`src/rtl/core/psbq_pkg.sv`:
```
// Package for the panel switch binding qualifier.
// Shared types and constants; no dependencies.
`timescale 1ns / 1ps
package psbq_pkg;
  localparam int unsigned ConfFloorRaw = 307;
  localparam int unsigned ConfFloor = (ConfFloorRaw > 972) ? 972 : ConfFloorRaw;

  typedef enum logic [1:0] {
    MODE_OBSERVE  = 2'd0,
    MODE_RESET_Z  = 2'd1,
    MODE_RESET_NZ = 2'd2,
    MODE_BYPASS   = 2'd3
  } mode_e;

  typedef enum logic [2:0] {
    REG_LAYER_DZ  = 3'd0,
    REG_JUMP_MIN  = 3'd1,
    REG_JUMP_TOL  = 3'd2,
    REG_YAW_GATE  = 3'd3,
    REG_MARGIN    = 3'd4,
    REG_CONFIRM   = 3'd5,
    REG_COOLDOWN  = 3'd6,
    REG_EMA_ALPHA = 3'd7
  } reg_e;

  // divider request / response
  typedef struct packed {
    logic        start;
    logic [27:0] num;
    logic [17:0] den;
  } div_req_t;

  typedef struct packed {
    logic        done;
    logic [27:0] quot;
  } div_rsp_t;
endpackage

```
`src/rtl/core/panel_switch_binding_qualifier_unit.sv`:
```
// Panel switch binding qualifier top level: config registers, sequencer,
// binding state and output register. Depends on psbq_pkg and psbq_div.
// Sequence: observe items go through evaluate, two passes on the shared
//   divider, score and finish steps before the result is valid; reset and
//   bypass items go from evaluate straight to finish.
// Throughput: one item at a time; in_stall_o is high until the result leaves,
//   so the next item is accepted in the cycle after that at the earliest.
// Reset: asynchronous active low; config and binding registers return to defaults, unbound.
`timescale 1ns / 1ps
module panel_switch_binding_qualifier_unit (
  input  logic        clk_i,
  input  logic        rst_ni,
  input  logic        in_valid_i,
  output logic        in_stall_o,
  input  logic [1:0]  mode_i,
  input  logic [1:0]  candidate_panel_i,
  input  logic [1:0]  candidate_label_i,
  input  logic [10:0] candidate_conf_i,
  input  logic signed [15:0] obs_z_i,
  input  logic [15:0] cost_margin_i,
  input  logic        cost_margin_valid_i,
  input  logic [15:0] yaw_err_i,
  input  logic        yaw_err_valid_i,
  input  logic        cfg_valid_i,
  output logic        cfg_ready_o,
  input  logic [2:0]  cfg_index_i,
  input  logic [15:0] cfg_data_i,
  output logic        out_valid_o,
  input  logic        out_stall_i,
  output logic [1:0]  bound_panel_o,
  output logic [1:0]  bound_label_o,
  output logic [10:0] selected_conf_o,
  output logic [10:0] binding_conf_o,
  output logic        switch_done_o,
  output logic        in_transition_o
);
  typedef enum logic [6:0] {
    ST_IDLE  = 7'b0000001,
    ST_EVAL  = 7'b0000010,
    ST_DIVM  = 7'b0000100,
    ST_DIVY  = 7'b0001000,
    ST_SCORE = 7'b0010000,
    ST_FIN   = 7'b0100000,
    ST_OUT   = 7'b1000000
  } state_e;

  state_e st_q, st_d;

  // config
  logic [11:0] dz_q, jmin_q, jtol_q, ygate_q;
  logic [15:0] mmin_q;
  logic [3:0]  conf_q;
  logic [7:0]  cool_q;
  logic [10:0] alpha_q;

  // binding state
  logic        bvalid_q, bvalid_d;
  logic [1:0]  bidx_q, bidx_d, blayer_q, blayer_d;
  logic        tflag_q, tflag_d;
  logic [1:0]  tpanel_q, tpanel_d;
  logic [3:0]  tcnt_q, tcnt_d;
  logic [7:0]  cdl_q, cdl_d;
  logic signed [15:0] pz_q, pz_d;
  logic        pzv_q, pzv_d;
  logic [15:0] jest_q, jest_d;
  logic        jestv_q, jestv_d;
  logic [10:0] bconf_q, bconf_d;

  // item registers
  logic [1:0]  mode_q, cand_q, label_q;
  logic [10:0] cconf_q;
  logic signed [15:0] z_q;
  logic [15:0] marg_q, yaw_q;
  logic        yawv_q;
  logic [10:0] ms_q, ms_d, ys_q, ys_d;
  logic        gate_q, gate_d, done_q, done_d;
  logic [16:0] ajump_q, ajump_d;
  logic signed [16:0] jump_q, jump_d;

  // output register
  logic [1:0]  o_panel_q, o_label_q;
  logic [10:0] o_sel_q, o_bconf_q;
  logic        o_done_q, o_trans_q;

  psbq_pkg::div_req_t dreq;
  psbq_pkg::div_rsp_t drsp;

  psbq_div u_div (.clk_i(clk_i), .rst_ni(rst_ni), .req_i(dreq), .rsp_o(drsp));

  logic accept;
  assign in_stall_o  = (st_q != ST_IDLE);
  assign accept      = in_valid_i && !in_stall_o;
  assign cfg_ready_o = (st_q == ST_IDLE);
  assign out_valid_o = (st_q == ST_OUT);

  function automatic logic [1:0] pick_layer(input logic [1:0] lb, input logic [1:0] p);
    if (lb == 2'd1 || lb == 2'd2) return lb;
    return p[0] ? 2'd2 : 2'd1;
  endfunction

  // combinational gate work on the item (narrow compares only)
  logic        eff_bvalid, eff_pzv, eff_jestv;
  logic [1:0]  eff_bidx;
  logic signed [16:0] jraw;
  logic [16:0] ajraw, jdiff;
  logic [1:0]  pdiff;
  logic        adj, mag_ok, match_ok, yaw_ok, marg_ok, g_ok;
  logic [11:0] ygate_eff;
  logic [15:0] mmin_eff;
  logic [3:0]  need;
  logic [7:0]  cdl_dec;
  logic [4:0]  tcnt_inc;

  always_comb begin
    eff_bvalid = bvalid_q;
    eff_pzv    = bvalid_q ? pzv_q : 1'b1;
    eff_jestv  = bvalid_q ? jestv_q : 1'b0;
    eff_bidx   = bvalid_q ? bidx_q : cand_q;
    jraw   = eff_pzv && bvalid_q ? ({z_q[15], z_q} - {pz_q[15], pz_q}) : 17'sd0;
    ajraw  = jraw[16] ? 17'(-jraw) : 17'(jraw);
    pdiff  = cand_q - eff_bidx;
    adj    = (pdiff == 2'd1) || (pdiff == 2'd3);
    mag_ok = eff_pzv && (ajraw >= {5'd0, jmin_q});
    jdiff  = (ajraw > {1'b0, jest_q}) ? ajraw - {1'b0, jest_q} : {1'b0, jest_q} - ajraw;
    match_ok = !(mag_ok && eff_jestv) || (jdiff <= {5'd0, jtol_q});
    ygate_eff = (ygate_q == 12'd0) ? 12'd1 : ygate_q;
    mmin_eff  = (mmin_q == 16'd0) ? 16'd1 : mmin_q;
    yaw_ok  = yawv_q && (yaw_q <= {4'd0, ygate_eff});
    marg_ok = marg_q >= mmin_q;
    g_ok    = adj && mag_ok && match_ok && yaw_ok && marg_ok;
    need    = (conf_q == 4'd0) ? 4'd1 : conf_q;
    cdl_dec = (bvalid_q && cdl_q != 8'd0) ? cdl_q - 8'd1 : 8'd0;
    tcnt_inc = (tcnt_q < 4'd15) ? {1'b0, tcnt_q} + 5'd1 : 5'd15;
  end

  // EMA and score arithmetic in the score step
  logic [10:0] a_cl;
  logic [31:0] ema_sum;
  logic [31:0] base_sum;
  logic [10:0] base_cl;
  logic [31:0] conf_sum;

  always_comb begin
    a_cl = (alpha_q < 11'd10) ? 11'd10 : (alpha_q > 11'd1024) ? 11'd1024 : alpha_q;
    ema_sum = (32'(11'd1024 - a_cl) * 32'(jest_q)) + (32'(a_cl) * 32'(ajump_q)) + 32'd512;
    base_sum = 32'd512 * 32'(ms_q) + 32'd307 * 32'(ys_q)
             + (gate_q ? 32'd205 * 32'd1024 : 32'd0) + 32'd512;
    base_cl = (base_sum[31:10] > 22'd1024) ? 11'd1024 : base_sum[20:10];
    conf_sum = 32'(1024 - psbq_pkg::ConfFloor) * 32'(base_cl) + 32'd512;
  end

  always_comb begin
    st_d = st_q;
    bvalid_d = bvalid_q; bidx_d = bidx_q; blayer_d = blayer_q;
    tflag_d = tflag_q; tpanel_d = tpanel_q; tcnt_d = tcnt_q; cdl_d = cdl_q;
    pz_d = pz_q; pzv_d = pzv_q; jest_d = jest_q; jestv_d = jestv_q;
    bconf_d = bconf_q;
    ms_d = ms_q; ys_d = ys_q; gate_d = gate_q; done_d = done_q;
    ajump_d = ajump_q; jump_d = jump_q;
    dreq = '0;
    case (st_q)
      ST_IDLE: if (accept) st_d = ST_EVAL;
      ST_EVAL: begin
        done_d = 1'b0;
        case (psbq_pkg::mode_e'(mode_q))
          psbq_pkg::MODE_RESET_Z, psbq_pkg::MODE_RESET_NZ: begin
            bvalid_d = 1'b1; bidx_d = cand_q; blayer_d = pick_layer(label_q, cand_q);
            bconf_d = 11'd512; tflag_d = 1'b0; tpanel_d = '0; tcnt_d = '0;
            cdl_d = '0; jest_d = '0; jestv_d = 1'b0;
            pzv_d = (mode_q == psbq_pkg::MODE_RESET_Z);
            pz_d  = (mode_q == psbq_pkg::MODE_RESET_Z) ? z_q : 16'sd0;
            st_d = ST_FIN;
          end
          psbq_pkg::MODE_BYPASS: begin
            bvalid_d = 1'b1; bidx_d = cand_q; blayer_d = pick_layer(label_q, cand_q);
            bconf_d = (cconf_q > 11'd1024) ? 11'd1024 : cconf_q;
            tflag_d = 1'b0; tpanel_d = '0; tcnt_d = '0;
            pz_d = z_q; pzv_d = 1'b1;
            st_d = ST_FIN;
          end
          default: begin
            // implicit rebind when unbound
            if (!eff_bvalid) begin
              bvalid_d = 1'b1; blayer_d = pick_layer(label_q, cand_q);
              jest_d = '0; jestv_d = 1'b0;
            end
            bidx_d = eff_bidx;
            jump_d = jraw; ajump_d = ajraw; gate_d = g_ok;
            cdl_d = cdl_dec;
            tflag_d = bvalid_q ? tflag_q : 1'b0;
            tpanel_d = bvalid_q ? tpanel_q : 2'd0;
            tcnt_d = bvalid_q ? tcnt_q : 4'd0;
            if (cand_q == eff_bidx) begin
              tflag_d = 1'b0; tpanel_d = '0; tcnt_d = '0;
            end else if (cdl_dec == 8'd0 && g_ok) begin
              if (!tflag_q || !bvalid_q) begin
                if (need <= 4'd1) done_d = 1'b1;
                else begin
                  tflag_d = 1'b1; tpanel_d = cand_q; tcnt_d = 4'd1;
                end
              end else if (cand_q == tpanel_q) begin
                tcnt_d = tcnt_inc[3:0];
                if (tcnt_inc[3:0] >= need) done_d = 1'b1;
              end else begin
                tpanel_d = cand_q; tcnt_d = 4'd1;
              end
            end else begin
              tflag_d = 1'b0; tpanel_d = '0; tcnt_d = '0;
            end
            dreq.start = 1'b1;
            dreq.num = {2'd0, marg_q, 10'd0};
            dreq.den = {1'b0, mmin_eff, 1'b0};
            st_d = ST_DIVM;
          end
        endcase
      end
      ST_DIVM: if (drsp.done) begin
        ms_d = (drsp.quot > 28'd1024) ? 11'd1024 : drsp.quot[10:0];
        dreq.start = 1'b1;
        dreq.num = {6'd0, 12'(ygate_eff - yaw_q[11:0]), 10'd0};
        dreq.den = {6'd0, ygate_eff};
        st_d = ST_DIVY;
      end
      ST_DIVY: if (drsp.done) begin
        ys_d = (yawv_q && yaw_q < {4'd0, ygate_eff}) ? drsp.quot[10:0] : 11'd0;
        st_d = ST_SCORE;
      end
      ST_SCORE: begin
        if (done_q) begin
          bidx_d = cand_q;
          blayer_d = cand_q[0] ? 2'd2 : 2'd1;
          if (pzv_q) begin
            if (jump_q > $signed({5'd0, dz_q})) blayer_d = 2'd2;
            else if (jump_q < -$signed({5'd0, dz_q})) blayer_d = 2'd1;
          end
          if (ajump_q >= {5'd0, jmin_q}) begin
            jestv_d = 1'b1;
            jest_d = jestv_q ? ema_sum[25:10] : ajump_q[15:0];
          end
          tflag_d = 1'b0; tpanel_d = '0; tcnt_d = '0;
          cdl_d = cool_q;
        end
        bconf_d = 11'(psbq_pkg::ConfFloor) + conf_sum[20:10];
        pz_d = z_q; pzv_d = 1'b1;
        st_d = ST_FIN;
      end
      ST_FIN: st_d = ST_OUT;
      ST_OUT: if (!out_stall_i) st_d = ST_IDLE;
      default: st_d = ST_IDLE;
    endcase
  end

  // pzv_q must reflect pre-item state during implicit rebind; pzv_d set at EVAL
  // only for modes that finalize there, so observe keeps the old flag until SCORE unless an implicit rebind sets it.
  always_ff @(posedge clk_i or negedge rst_ni) begin
    if (!rst_ni) begin
      st_q <= ST_IDLE;
      dz_q <= 12'd50; jmin_q <= 12'd30; jtol_q <= 12'd40; ygate_q <= 12'd300;
      mmin_q <= 16'd256; conf_q <= 4'd2; cool_q <= 8'd5; alpha_q <= 11'd307;
      bvalid_q <= 1'b0; bidx_q <= '0; blayer_q <= 2'd1;
      tflag_q <= 1'b0; tpanel_q <= '0; tcnt_q <= '0; cdl_q <= '0;
      pz_q <= '0; pzv_q <= 1'b0; jest_q <= '0; jestv_q <= 1'b0;
      bconf_q <= 11'd512;
    end else begin
      st_q <= st_d;
      if (cfg_valid_i && cfg_ready_o) begin
        case (psbq_pkg::reg_e'(cfg_index_i))
          psbq_pkg::REG_LAYER_DZ:  dz_q    <= cfg_data_i[11:0];
          psbq_pkg::REG_JUMP_MIN:  jmin_q  <= cfg_data_i[11:0];
          psbq_pkg::REG_JUMP_TOL:  jtol_q  <= cfg_data_i[11:0];
          psbq_pkg::REG_YAW_GATE:  ygate_q <= cfg_data_i[11:0];
          psbq_pkg::REG_MARGIN:    mmin_q  <= cfg_data_i;
          psbq_pkg::REG_CONFIRM:   conf_q  <= cfg_data_i[3:0];
          psbq_pkg::REG_COOLDOWN:  cool_q  <= cfg_data_i[7:0];
          psbq_pkg::REG_EMA_ALPHA: alpha_q <= cfg_data_i[10:0];
          default: ;
        endcase
      end
      bvalid_q <= bvalid_d; bidx_q <= bidx_d; blayer_q <= blayer_d;
      tflag_q <= tflag_d; tpanel_q <= tpanel_d; tcnt_q <= tcnt_d; cdl_q <= cdl_d;
      pz_q <= pz_d; jest_q <= jest_d; jestv_q <= jestv_d;
      bconf_q <= bconf_d;
      // implicit rebind marks the height present
      if (st_q == ST_EVAL && mode_q == psbq_pkg::MODE_OBSERVE && !bvalid_q) pzv_q <= 1'b1;
      else pzv_q <= pzv_d;
    end
  end

  logic [10:0] sel;
  assign sel = (cconf_q > bconf_q) ? cconf_q : bconf_q;

  always_ff @(posedge clk_i) begin
    if (accept) begin
      mode_q <= mode_i; cand_q <= candidate_panel_i; label_q <= candidate_label_i;
      cconf_q <= candidate_conf_i; z_q <= obs_z_i;
      marg_q <= cost_margin_valid_i ? cost_margin_i : 16'd0;
      yaw_q <= yaw_err_i; yawv_q <= yaw_err_valid_i;
    end
    ms_q <= ms_d; ys_q <= ys_d; gate_q <= gate_d; done_q <= done_d;
    ajump_q <= ajump_d; jump_q <= jump_d;
    if (st_q == ST_FIN) begin
      o_panel_q <= bidx_q; o_label_q <= blayer_q;
      o_sel_q <= (sel > 11'd1024) ? 11'd1024 : sel;
      o_bconf_q <= bconf_q; o_done_q <= done_q; o_trans_q <= tflag_q;
    end
  end

  assign bound_panel_o   = o_panel_q;
  assign bound_label_o   = o_label_q;
  assign selected_conf_o = o_sel_q;
  assign binding_conf_o  = o_bconf_q;
  assign switch_done_o   = o_done_q;
  assign in_transition_o = o_trans_q;
endmodule

```
`src/rtl/core/psbq_div.sv`:
```
// Shared restoring divider, one quotient bit per cycle.
// Depends on psbq_pkg.
`timescale 1ns / 1ps
module psbq_div (
  input  logic               clk_i,
  input  logic               rst_ni,
  input  psbq_pkg::div_req_t req_i,
  output psbq_pkg::div_rsp_t rsp_o
);
  logic [27:0] quot_q, quot_d;
  logic [18:0] rem_q, rem_d;
  logic [17:0] den_q, den_d;
  logic [4:0]  cnt_q, cnt_d;
  logic        busy_q, busy_d, done_q, done_d;
  logic [18:0] trial;

  always_comb begin
    quot_d = quot_q; rem_d = rem_q; den_d = den_q; cnt_d = cnt_q;
    busy_d = busy_q; done_d = 1'b0;
    trial  = {rem_q[17:0], quot_q[27]};
    if (req_i.start) begin
      quot_d = req_i.num; rem_d = '0; den_d = req_i.den;
      cnt_d = 5'd0; busy_d = 1'b1;
    end else if (busy_q) begin
      if (trial >= {1'b0, den_q}) begin
        rem_d  = trial - {1'b0, den_q};
        quot_d = {quot_q[26:0], 1'b1};
      end else begin
        rem_d  = trial;
        quot_d = {quot_q[26:0], 1'b0};
      end
      cnt_d = cnt_q + 5'd1;
      if (cnt_q == 5'd27) begin
        busy_d = 1'b0; done_d = 1'b1;
      end
    end
  end

  always_ff @(posedge clk_i or negedge rst_ni) begin
    if (!rst_ni) begin
      busy_q <= 1'b0; done_q <= 1'b0; cnt_q <= '0;
    end else begin
      busy_q <= busy_d; done_q <= done_d; cnt_q <= cnt_d;
    end
  end

  always_ff @(posedge clk_i) begin
    quot_q <= quot_d; rem_q <= rem_d; den_q <= den_d;
  end

  assign rsp_o.done = done_q;
  assign rsp_o.quot = quot_q;
endmodule
```
`config.mk`:
```
export PLATFORM = sky130hd
export DESIGN_NAME = panel_switch_binding_qualifier_unit
export DESIGN_NICKNAME = d
export VERILOG_FILES = /design/src/rtl/core/psbq_pkg.sv /design/src/rtl/core/panel_switch_binding_qualifier_unit.sv /design/src/rtl/core/psbq_div.sv
export SDC_FILE = /design/constraint.sdc
export NUM_CORES = 2
export LEC_CHECK = 0
export BUFFER_PORTS_ARGS = -buffer_cell sky130_fd_sc_hd__buf_2
export CAP_MARGIN = 15
export CORE_MARGIN = 3
export CORE_UTILIZATION = 65
export DETAILED_ROUTE_END_ITERATION = 12
export PLACE_DENSITY = 0.82
export SLEW_MARGIN = 30
export SYNTH_ARGS = -nofsm -noshare
export SYNTH_HDL_FRONTEND = slang
export SYNTH_SLANG_ARGS = --single-unit
```
`constraint.sdc`:
```
create_clock -name clk_i -period 12.85 [get_ports clk_i]
set_input_delay 2.57 -clock clk_i [delete_from_list [all_inputs] [get_ports clk_i]]
set_output_delay 2.57 -clock clk_i [all_outputs]
set_load 0.05 [all_outputs]
```
**Yosys cells after proc, flatten, opt, wreduce, memory -nomap -nowiden**

Cells that the tools add are included.

- Logic and storage cells: 297
- Input port bits: 91
- Register bits: 382
- Output and inout bits: 31

- Add/subtract/negate cells: 19
- Eq/ne operators: 37
- Reductions and logical operators: 56
- Multiply operators: 4
- Order comparisons: 20
- Muxes and demuxes: 112
- Bitwise operators: 2

Operators with widths:

| kind | count |
|---|---|
| case mux 16 bit (2 select lines) | 4 |
| 2-to-1 mux 16 bit | 6 |
| 2-to-1 mux 47 bit | 2 |
| case mux 47 bit (2 select lines) | 1 |
| 2-to-1 mux 28 bit | 2 |
| 2-to-1 mux 11 bit | 5 |
| 2-to-1 mux 17 bit | 3 |
| case mux 7 bit (7 select lines) | 1 |
| case mux 11 bit (2 select lines) | 2 |
| 2-to-1 mux 2 bit | 21 |
| 2-to-1 mux 4 bit | 10 |
| 2-to-1 mux 18 bit | 2 |
| greater-or-equal comparator 17 x 12 -> 1 bit | 2 |
| > comparator 11 bit, second input constant | 3 |
| case mux 8 bit (2 select lines) | 2 |
| 2-to-1 mux 1 bit | 31 |
| > comparator 28 x 11 -> 1 bit, second input constant | 1 |
| 2-to-1 mux 7 bit | 4 |
| AND reduction 2 bit | 14 |
| adder 26 x 11 -> 26 bit, second input constant | 1 |
| adder 26 bit | 1 |
| multiplier 11 x 17 -> 26 bit | 1 |
| multiplier 12 x 17 -> 26 bit | 1 |
| adder 22 x 10 -> 23 bit, second input constant | 1 |
| 80 further kinds | 129 |

**Longest topological paths before layout**

- Depth in word-level cells: 18
- Mapped depth: 43

**Cells and area by module**

From an unflattened synthesis, not the netlist that was laid out.

- Cell total of the unflattened synthesis: 4094
- Area total of the unflattened synthesis: 39177.6 µm²

Modules (own cells, without submodules):

| module | seq. area each (µm²) | area an instance (µm²) | cells each | times used |
|---|---|---|---|---|
| panel_switch_binding_qualifier_unit | 8544.4 | 35302.6 | 3752 | 1 |
| psbq_div | 1916.8 | 3875.0 | 342 | 1 |

**Least setup slack after synthesis**

No wires, ideal clock.

- Kind: reg-to-reg
- From: register ys_q[5]
- To: register bconf_q[10]
- Slack: 2.937 ns
- Data required time: 12.755 ns
- Path buffers: 1
- Setup time: 0.095 ns
- Data arrival time: 9.818 ns
- Stages on the path, launching flop included: 36
- Clock period less this slack: 9.913 ns
- Cell sequence: edfxtp_1 > ha_1 > fa_1 > fa_1 > fa_1 > fa_1 > ha_1 > buf_4 > o21ai_1 > nor2_1 > a21o_1 > or3_1 > a2111oi_4 > nand4_1 > o41ai_1 > and2_1 > ha_1 > inv_1 > fa_1 > inv_1 > fa_1 > fa_1 > inv_1 > fa_1 > inv_1 > ha_1 > a21o_1 > or4_4 > a41oi_1 > nor3_1 > mux2_4 > nor4bb_4 > o31a_1 > nor3_1 > o31a_1 > o31ai_1

- Longest elaborated chain between the ends: 10

Ends and longest elaborated chain:

| element | RTL line | RTL |
|---|---|---|
| start, declared | panel_switch_binding_qualifier_unit.sv:75 | `logic [10:0] ms_q, ms_d, ys_q, ys_d;` |
| start signal, assigned | panel_switch_binding_qualifier_unit.sv:299 | `ms_q <= ms_d; ys_q <= ys_d; gate_q <= gate_d; done_q <= done_d;` |
| multiplier 9 x 11 -> 20 bit * | panel_switch_binding_qualifier_unit.sv:146 | `base_sum = 32'd512 * 32'(ms_q) + 32'd307 * 32'(ys_q)` |
| adder 20 x 20 -> 21 bit * | panel_switch_binding_qualifier_unit.sv:146 |  |
| adder 21 x 18 -> 22 bit * | panel_switch_binding_qualifier_unit.sv:147 | `+ (gate_q ? 32'd205 * 32'd1024 : 32'd0) + 32'd512;` |
| adder 22 x 10 -> 23 bit * | panel_switch_binding_qualifier_unit.sv:147 |  |
| > comparator 13 x 11 -> 1 bit | panel_switch_binding_qualifier_unit.sv:148 | `base_cl = (base_sum[31:10] > 22'd1024) ? 11'd1024 : base_sum[20:10];` |
| 2-to-1 mux 11 bit * | panel_switch_binding_qualifier_unit.sv:148 |  |
| multiplier 10 x 11 -> 21 bit * | panel_switch_binding_qualifier_unit.sv:149 | `conf_sum = 32'(1024 - psbq_pkg::ConfFloor) * 32'(base_cl) + 32'd512;` |
| adder 21 x 10 -> 21 bit * | panel_switch_binding_qualifier_unit.sv:149 |  |
| adder 9 x 11 -> 11 bit * | panel_switch_binding_qualifier_unit.sv:243 | `bconf_d = 11'(psbq_pkg::ConfFloor) + conf_sum[20:10];` |
| case mux 11 bit (2 select lines) * | panel_switch_binding_qualifier_unit.sv:161 | `case (st_q)` |
| end signal, assigned | panel_switch_binding_qualifier_unit.sv:282 | `bconf_q <= bconf_d;` |
| end, declared | panel_switch_binding_qualifier_unit.sv:67 | `logic [10:0] bconf_q, bconf_d;` |

Mark *: on every way between the ends. The rest lies on a longest branch, timed or not.
A chain may end at the register's enable or synchronous reset.

**Final worst setup path**

- From: register ys_q[9]
- To: register bconf_q[10]

Same word-level chain as after synthesis.

==> impl_results.md <==
* Result of the run: completed
* Core Footprint at around 60,000 um^2
* Number of flops mapped to enable cells by yosys at between 150 and 200
* Cells after synthesis at 4,115
* Final Non-Filler Cells at between 4,000 and 5,000
* Yosys Warn Count at 0
* Die span in x at roughly 250 um
* Hold-fix buffer count after cts at 0
* Routed Antenna Nets at 0
* Via-to-Cell Ratio at 5.95
* Sequential fraction of the synthesis area at 26.7%
* Maximum number of buffers from clock root to sink at 3
* Count of maximum capacitance violations at 0
* Number of fillers in the final layout at between 4,000 and 5,000
* Grt total ovfl at 0
* Count of state elements after synthesis at 380
* Setup fix buffers added after clock tree synthesis at 0
* Antenna violations before repair at 1
* Top-level I/O count at about 120
* Global placement routability congestion at between 0.9 and 1
* CP Launch Type: flop
* Die height at roughly 250 um
* TritonRoute pass-1 iters at 6
* Setup_tns at 0 ns
* Clock insertion delay at the later pin of the skew report at 0.58 ns
* Number of buffer and inverter instances along the worst setup path at 8
* Fraction of registers with async set or reset after synthesis at between 40 and 50%
* Floorplan die area at 63,100 um^2
* Area overhead of the layout relative to synthesis at 7.25%
* Delay of the slowest cell on the worst path at 0.57 ns
* Synthesized area per cell at between 9 and 10 um^2
* Peak Freq at between 0.08 and 0.09 GHz
* WL/cell at approximately 20 um
* Minimum clock period at about 11 ns
* Ant diodes at 0
* Count of unresolved DRC violations after routing at 0
* Most instantiated flip-flop cell in the synthesis netlist: sky130_fd_sc_hd__edfxtp_1
* Total clock sinks at between 300 and 400
* Initial standard-cell utilization of the core at 66.0%
* Maximum number of pins on one net before global-route repair at 75
* Largest delay share family, worst path: adder cells
* Critical path start-end classification: reg2reg
* Number of nets in the finished design at between 5,000 and 6,000
* Req. time, crit path at 13.34 ns
* Number of distinct standard cells referenced by the synthesized netlist at 110
* Fin crit share at 86.9%
* Library cell with the largest summed area after synthesis: sky130_fd_sc_hd__fa_1
* Kind of path behind the tightest hold check: reg2reg
* Worst Clk Skew at about 0.022 ns
* Top area cells in the synthesized netlist: sky130_fd_sc_hd__fa_1 20%, sky130_fd_sc_hd__edfxtp_1 15%, sky130_fd_sc_hd__ha_1 14%, sky130_fd_sc_hd__dfrtp_1 9.0%, sky130_fd_sc_hd__inv_1 6.7%
* Tot GR Track Use at about a third
* Syn Std Cell Area at 39,100 um^2
* Worst EP arrival at 11.66 ns
* Worst-case headroom to the max-slew limit at 35.5%
* Smallest setup slack after layout at between 1.5 and 2 ns
* Root buffer cell: sky130_fd_sc_hd__clkbuf_16
* Slew Viols, Final at 0
* Startpoint of the most critical setup path: ys_q[9]$_SDFFCE_PN0P_
* Share of cells above drive strength 1 at 8.48%
* First-pass GRT wire length at roughly 160 mm
* Clock tree from TritonCTS: built
* Slowest stage cell on the critical path: sky130_fd_sc_hd__a221oi_1
* Dpl hpwl at approximately 75 mm
* Worst flop-to-flop path startpoint: ys_q[9]$_SDFFCE_PN0P_
* Count of final setup violators at 0
* Measured slew at the worst slew-check pin at about 0.96 ns
* Count of final hold-check violations at 0
* H-tree depth at 2
* Area of the multi-input gates at 25,500 um^2
* Min-delay src: blayer_q[1]$_DFFE_PN0P_
* Instance count after placement with tap cells included at 4,900
* Setup crit end kind: flop
* Vias in the first global route at approximately 30,000
* Post-layout utilization of the core at a little over two thirds
* Total wirelength of the detailed-routed design at 96.9 mm
* Maximum net fanout on the critical path at 13
* Clock edge transition at the registers on the reported setup and hold paths at around 0.060 ns
* Port Buffer Count at roughly 120
* Setup Slack @ Placement at about 1.7 ns
* Sequential cell area at 10,400 um^2
* Number of buffers added by the clock tree synthesis step at 43
* Iteration-0 DRC Markers at around 2,700
* Post-CTS Resized at 0
* Via count at ~30,000
* Top cell type's share of synthesized area at between 10% and 20%
* Number of core rows at a little under 90
* RSZ-0062 raised after global routing: false
worst register-to-register path: cells and delay by family, from the launching register on:
family	cells	cell delay, ns
DFF	1	0.49
AOI/OAI and AO/OA	11	2.74
xor gates and xnor gates	1	0.12
buffers and inverters	8	0.94
and+or+nand+nor	7	1.60
adders and majority gates	13	5.19
state kept, by name, indices dropped and copies added, names as in the netlist, 8 cells and up:
register,cells
u_div.den_q,17
cconf_q,11
pz_q,16
marg_q,16
jest_q,16
z_q,16
alpha_q,11
ygate_q,12
dz_q,12
cdl_q,8
bconf_q,11
jmin_q,12
jump_q,16
jtol_q,12
selected_conf_o,11
cool_q,8
ys_q,11
ajump_q,17
u_div.rem_q,18
ms_q,11
mmin_q,16
u_div.quot_q,28
binding_conf_o,11
yaw_q,16
layout by cell type (no fill, tap or decap), drive strengths merged, types with 34 or more instances in the layout:
cell      n
mux2     41
nor4     34
a21oi   134
ha      438
inv     708
nor2    195
mux2i    42
nand2   461
edfxtp  196
nor3     58
fa      386
a21o     47
buf     160
nand3    41
clkbuf   49
xor2     51
and3     79
and2    127
o21ai   196
xnor2    77
dfrtp   141
o21a     50
nor2b    42
area by class of cell:
cell class / count / area share (%)
sequential: 380 / 24.9
clock buffer: 49 / 2.67
multi-input combinational: 2884 / 60.9
tap: 773 / 2.31
inverter: 704 / 6.30
timing repair buffer: 160 / 2.20
clock inverter: 31 / 0.764
worst paths after layout:
kind                                                    to  slack (ns)  cells after the start
worst max-delay path               bconf_q[10]$_DFFE_PN0P_        1.68                     40
worst min-delay path            bound_label_o[1]$_DFFE_PP_        0.47                      0
max in group asynchronous            mmin_q[2]$_DFFE_PN0P_        9.15                      3
worst min register to register  bound_label_o[1]$_DFFE_PP_        0.47                      0
worst max register to register     bconf_q[10]$_DFFE_PN0P_        1.68                     40
min in group asynchronous              pz_q[5]$_DFFE_PN0P_        1.90                      1
metrics by stage:
| stage | hold slack [ns] | area [um^2] |
|---|---|---|
| after global routing | 0.478 | 41900 |
| after CTS | 0.475 | 41900 |
| final | 0.474 | 41900 |
| after floorplan | 0.417 | 39200 |
| after detailed placement | 0.454 | 40500 |
| after global placement | 0.426 | 40500 |
per-layer routing:
metal	part of all wire, %	track usage (%)	up-vias	wire (um)
li1	-	-	13800	-
met1	41	42.5	14500	39700
met2	48	52.3	1146	46400
met3	7.3	4.53	220	7100
met4	3.9	11.5	2	3740
met5	0.0093	0	-	9
cell families after synthesis:
family,share of synthesized area [%]
AND/OR/NAND/NOR,14.8
flip-flops,26.7
AO/OA/AOI/OAI,11.2
other,0.0192
XOR/XNOR,2.87
adder cells (fa/ha/maj),33.8
buffers and inverters,8.33
multiplexers,2.27
cell usage after synthesis, types with 7 or more instances:
| library cell | instances |
|---|---|
| sky130_fd_sc_hd__nor3b_1 | 18 |
| sky130_fd_sc_hd__o31ai_1 | 18 |
| sky130_fd_sc_hd__or2_2 | 8 |
| sky130_fd_sc_hd__nor2_1 | 193 |
| sky130_fd_sc_hd__nand2b_1 | 28 |
| sky130_fd_sc_hd__clkbuf_1 | 142 |
| sky130_fd_sc_hd__mux2i_1 | 42 |
| sky130_fd_sc_hd__a21o_1 | 47 |
| sky130_fd_sc_hd__mux2_2 | 40 |
| sky130_fd_sc_hd__nand3_1 | 41 |
| sky130_fd_sc_hd__a221oi_1 | 11 |
| sky130_fd_sc_hd__a41oi_1 | 7 |
| sky130_fd_sc_hd__dfrtp_1 | 141 |
| sky130_fd_sc_hd__xnor2_1 | 77 |
| sky130_fd_sc_hd__nor3_1 | 55 |
| sky130_fd_sc_hd__a21boi_0 | 12 |
| sky130_fd_sc_hd__inv_1 | 700 |
| sky130_fd_sc_hd__nand3b_1 | 7 |
| sky130_fd_sc_hd__o21bai_1 | 7 |
| sky130_fd_sc_hd__a211oi_1 | 26 |
| sky130_fd_sc_hd__edfxtp_1 | 196 |
| sky130_fd_sc_hd__ha_1 | 438 |
| sky130_fd_sc_hd__buf_1 | 13 |
| sky130_fd_sc_hd__fa_1 | 386 |
| sky130_fd_sc_hd__o211ai_1 | 18 |
| sky130_fd_sc_hd__nor2b_1 | 42 |
| sky130_fd_sc_hd__nand4_1 | 31 |
| sky130_fd_sc_hd__dfstp_2 | 25 |
| sky130_fd_sc_hd__or4_1 | 8 |
| sky130_fd_sc_hd__nor4_1 | 34 |
| sky130_fd_sc_hd__and2_1 | 125 |
| sky130_fd_sc_hd__xor2_1 | 51 |
| sky130_fd_sc_hd__or3_1 | 12 |
| sky130_fd_sc_hd__o21ai_1 | 12 |
| sky130_fd_sc_hd__o21a_1 | 50 |
| sky130_fd_sc_hd__and4_1 | 10 |
| sky130_fd_sc_hd__a21oi_1 | 130 |
| sky130_fd_sc_hd__and3_1 | 79 |
| sky130_fd_sc_hd__dfxtp_1 | 18 |
| sky130_fd_sc_hd__o21ai_0 | 182 |
| sky130_fd_sc_hd__nand2_1 | 461 |
| sky130_fd_sc_hd__a22oi_1 | 14 |
| sky130_fd_sc_hd__a31oi_1 | 24 |
Power is not shown: default switching activity piles up to over one toggle a cycle in this logic, so the estimate is an artifact.
